### config.mk
export PLATFORM = sky130hd
export DESIGN_NAME = mst_parent_ram
export DESIGN_NICKNAME = d
export VERILOG_FILES = /design/src/rtl/mst_parent_ram.sv
export SDC_FILE = /design/constraint.sdc
export NUM_CORES = 1
export LEC_CHECK = 0
export ABC_AREA = 1
export BUFFER_PORTS_ARGS = -buffer_cell sky130_fd_sc_hd__clkbuf_2
export CAP_MARGIN = 15
export CORE_MARGIN = 2
export CORE_UTILIZATION = 55
export CTS_CLUSTER_SIZE = 14
export DETAILED_ROUTE_END_ITERATION = 10
export PLACE_DENSITY = 0.81
export SLEW_MARGIN = 20
export SYNTH_ARGS = -nofsm -noshare
export SYNTH_HDL_FRONTEND = slang
export SYNTH_SLANG_ARGS = --single-unit
### constraint.sdc
create_clock -name clk -period 1.3 [get_ports clk]
set_clock_uncertainty 0.2 [all_clocks]
set_input_delay 0 -clock clk [delete_from_list [all_inputs] [get_ports clk]]
set_output_delay 0 -clock clk [all_outputs]
set_load 0.05 [all_outputs]
### src/rtl/mst_parent_ram.sv
// union-find parent table, one write and one registered read port
`timescale 1ns / 1ps
module mst_parent_ram #(
    parameter int Depth = 32,
    parameter int AddrW = 5
) (
    input  logic             clk,
    input  logic             wr_en,
    input  logic [AddrW-1:0] wr_addr,
    input  logic [AddrW-1:0] wr_data,
    input  logic [AddrW-1:0] rd_addr,
    output logic [AddrW-1:0] rd_data
);
    logic [AddrW-1:0] mem [Depth];

    // write and registered read
    always_ff @(posedge clk)
    begin
        if (wr_en)
        begin
            mem[wr_addr] <= wr_data;
        end
        rd_data <= mem[rd_addr];
    end
endmodule

==> results.py <==
metrics = {
    "pwr": {
        "p_int_w": 0.00942,
        "clock_power_share_pct": 42.9,
        "power.density_nw_per_um2": 1440,
        "swShare_pct": 21.7,
        "share_seq_of_total_power_pct": 49.3,
        "static-leakage-power_nw": 3.21,
        "p_switching_w": 0.00261,
        "share_comb_of_total_power_pct": 7.8,
        "irDropWorstVdd_mv": 0.957,
    },
    "global_routing": {
        "overflow": 0,
        "global_route_wire_length_before_repair_um": 24200,
        "grt_max_degree": 41,
        "grt_antenna_before_repair": 0,
        "groute.usage.overall_pct": 24.9,
        "grt_pass1_vias": 4747,
    },
    "timing": {
        "timing_worst_slew_pin_value_ns": 0.301,
        "timing.final.ws_setup_ns": -0.0420,
        "fin_crit_sh_pct": 103,
        "min_clock_period_post_route_ns": 1.34,
        "hold_slack_ns": -0.0330,
        "max_clock_freq_mhz": 745,
        "final_hold_viol_count": 5,
        "drv_slew": 0,
        "grt_setup_unrepaired": "yes",
        "total_negative_setup_slack_ns": -0.143,
        "timing.max_slew.rel_slack_pct": 79.8,
        "timing.final.setup_violations": 5,
    },
    "clock_network": {
        "cts.sinks": 165,
        "cts_root_buffer": "sky130_fd_sc_hd__clkbuf_16",
        "htree_levels": 4,
        "clk_pin_slew_worst_paths_ns": 0.06,
        "tritoncts": "yes",
        "cts-root-to-sink-buffers": 2,
        "numCtsBuffers": 17,
        "worstSkewPairLatency_ns": 0.43,
    },
    "die": {
        "start_util_pct": 56.3,
        "floorplan.io_pins": 22,
        "fp.dieArea_um2": 13300,
        "overall_die_width_um": 115,
        "core_area_um2": 12100,
        "die_height_um": 115,
        "placementRows": 40,
    },
    "worst_setup_path": {
        "cp_max_fo": 1,
        "critical_path_buf_inv_count": 0,
        "cp_data_required_time_ns": 1.42,
        "slowest_stage_cell_crit_path": "sky130_fd_sc_hd__edfxtp_1",
        "timing.critical_path.mode_cell": "sky130_fd_sc_hd__nand2_1",
        "crit_path_start_kind": "flip-flop",
        "critical-path-max-stage-delay_ns": 0.39,
        "critPathTopFamily": "simple AND/OR/NAND/NOR gates",
        "crit_arrival_ns": 1.46,
        "critical_path.cell_chain": "nand2_1, nand3_1, nand3_1, nand2_2, nand2_2, nand2_1, nand2_1, nand2_1",
        "crit_path_end_kind": "flip-flop",
        "crit_type": "flip-flop to flip-flop",
    },
    "drt": {
        "drt-vias-per-instance": 5.74,
        "drtPass1Iterations": 6,
        "wirelength_um": 16000,
        "drt_iter0_markers": 766,
        "drt-wirelength-per-cell_um": 18.8,
        "vias": 4878,
        "drcViolationCount": 0,
        "antenna_violating_nets_remaining": 0,
    },
    "worst_hold_path": {
        "hold_path.class": "input pin to flip-flop",
    },
    "synthesis": {
        "synth-seq-cells": 165,
        "synth_cell_types": 15,
        "postSynthAreaPerCell_um2": 11.4,
        "synth_top_area_share_pct": 70.7,
        "yosys_warnings": 0,
        "netlist.top_cell.by_area": "sky130_fd_sc_hd__edfxtp_1",
        "yosysSeqAreaShare_pct": 72.2,
        "synthTopCellsByArea": "sky130_fd_sc_hd__edfxtp_1 71%, sky130_fd_sc_hd__nand2_1 12%, sky130_fd_sc_hd__nand3_1 9.7%, sky130_fd_sc_hd__nor2_1 1.8%, sky130_fd_sc_hd__buf_6 1.5%",
        "mappedNetlistArea_um2": 6800,
        "synth_cells": 595,
        "synth_nets": 612,
    },
    "outcome": {
        "failed_checks": "negative hold slack, negative setup slack",
        "run_status": "finished with violations",
    },
    "place": {
        "dp_hpwl_um": 9430,
        "gpl.final_weighted_congestion": 0.875,
        "dp_slack_ns": -0.0645,
        "portBuffers": 21,
    },
    "final_layout": {
        "syn_to_final_growth_pct": 22.7,
        "most-common-layout-cells": "213 x sky130_fd_sc_hd__nand2_1, 160 x sky130_fd_sc_hd__edfxtp_1, 103 x sky130_fd_sc_hd__nand3_1",
        "nFillCells": 774,
        "antenna_cells_inserted": 0,
        "num-nets-final": 686,
        "layout-drive-gt1-share_pct": 22.1,
        "layout.cells.most_common": "sky130_fd_sc_hd__nand2_1",
    },
    "job": {
        "drv_cap": 0,
    },
}
-- area by class of cell --
type / count / area [um2] / area share (%)
Clock inverter: 13 / 183 / 2.19
Inverter: 10 / 42.5 / 0.510
Timing Repair Buffer: 86 / 763 / 9.15
Sequential cell: 165 / 4900 / 58.8
Clock buffer: 19 / 433 / 5.19
Multi-Input combinational cell: 389 / 1800 / 21.6
Tap cell: 168 / 210 / 2.52
-- timing repair --
action                                  4_1_cts  5_1_grt
gates resized for setup                       5       37
endpoints found under the setup margin        5       10
hold buffers                                  6        2
endpoints found under the hold margin       175       10
setup buffers                                 0        0
pin swaps                                     4       20
-- cell families (layout without fill, tap and decap cells) --
logic type    after synthesis  after routing  synth area share, %
buf+inv                    41            128                 3.92
simple gates              389            389                 23.9
flops                     165            165                 72.2
-- cells in the mapped netlist --
cell type and instances:
sky130_fd_sc_hd__nand2_1 225, sky130_fd_sc_hd__edfxtp_1 160, sky130_fd_sc_hd__nand3_1 132, sky130_fd_sc_hd__nor2_1 32, sky130_fd_sc_hd__buf_2 10, sky130_fd_sc_hd__buf_6 9
sky130_fd_sc_hd__buf_4 7, sky130_fd_sc_hd__inv_1 7, sky130_fd_sc_hd__dfxtp_1 5, sky130_fd_sc_hd__buf_1 2, sky130_fd_sc_hd__clkbuf_1 2, sky130_fd_sc_hd__clkbuf_2 1
sky130_fd_sc_hd__clkinv_1 1, sky130_fd_sc_hd__inv_2 1, sky130_fd_sc_hd__inv_6 1
-- layer usage --
layer | GRT usage (%) | share of wire, % | vias to the layer above
met3 | 6.06 | 9.3 | 30
met4 | 10.6 | 1.9 | 0
met2 | 41.6 | 51 | 297
met5 | 0 | 0 | -
met1 | 31.4 | 38 | 2343
li1 | - | - | 2208
-- worst paths after layout --
path                        startpoint              endpoint  slack (ns)  cells past startpoint
setup reg to reg  mem[19][3]$_DFFE_PP_    rd_data[3]$_DFF_P_       -0.04                      8
setup / recovery  mem[19][3]$_DFFE_PP_    rd_data[3]$_DFF_P_       -0.04                      8
hold / removal              wr_addr[4]  mem[28][4]$_DFFE_PP_       -0.03                      3
hold reg to reg   mem[10][2]$_DFFE_PP_    rd_data[2]$_DFF_P_        0.59                      8
-- tightest hold or removal path: stages --
cell,delay [ns]
sky130_fd_sc_hd__clkbuf_2,0.11
sky130_fd_sc_hd__nand3_1,0.19
sky130_fd_sc_hd__nor2_2,0.11
-- through the flow --
| step | hold WS, ns | util [%] | power [W] | cells | cell area [um2] |
|---|---|---|---|---|---|
| finish | -0.0330 | 69.1 | 0.0120 | 850 | 8340 |
| global route | -0.00790 | 69.1 | 0.0123 | 850 | 8340 |
| CTS | -0.337 | 67.7 | 0.0120 | 848 | 8170 |
| detailed placement | 0.102 | 61.9 | 0.00689 | 810 | 7470 |
| global placement | 0.102 | 61.9 | 0.00687 | 810 | 7470 |
| floorplan | -0.101 | - | 0.00654 | 595 | 6800 |
-- flip-flops by register name, indices dropped and copies added, names as in the netlist --
| signal | flops |
|---|---|
| rd_data | 5 |
| mem | 160 |
-- power groups by stage --
stage	registers, W	logic (W)	clock network, W
2_1_floorplan	0.00611	0.000428	0
3_3_place_gp	0.00604	0.000827	0
3_5_place_dp	0.00604	0.000848	0
4_1_cts	0.00593	0.000876	0.00517
5_1_grt	0.00594	0.00102	0.00539
6_report	0.00593	0.000941	0.00516
Note: power is estimated with default switching activity, not from simulation.
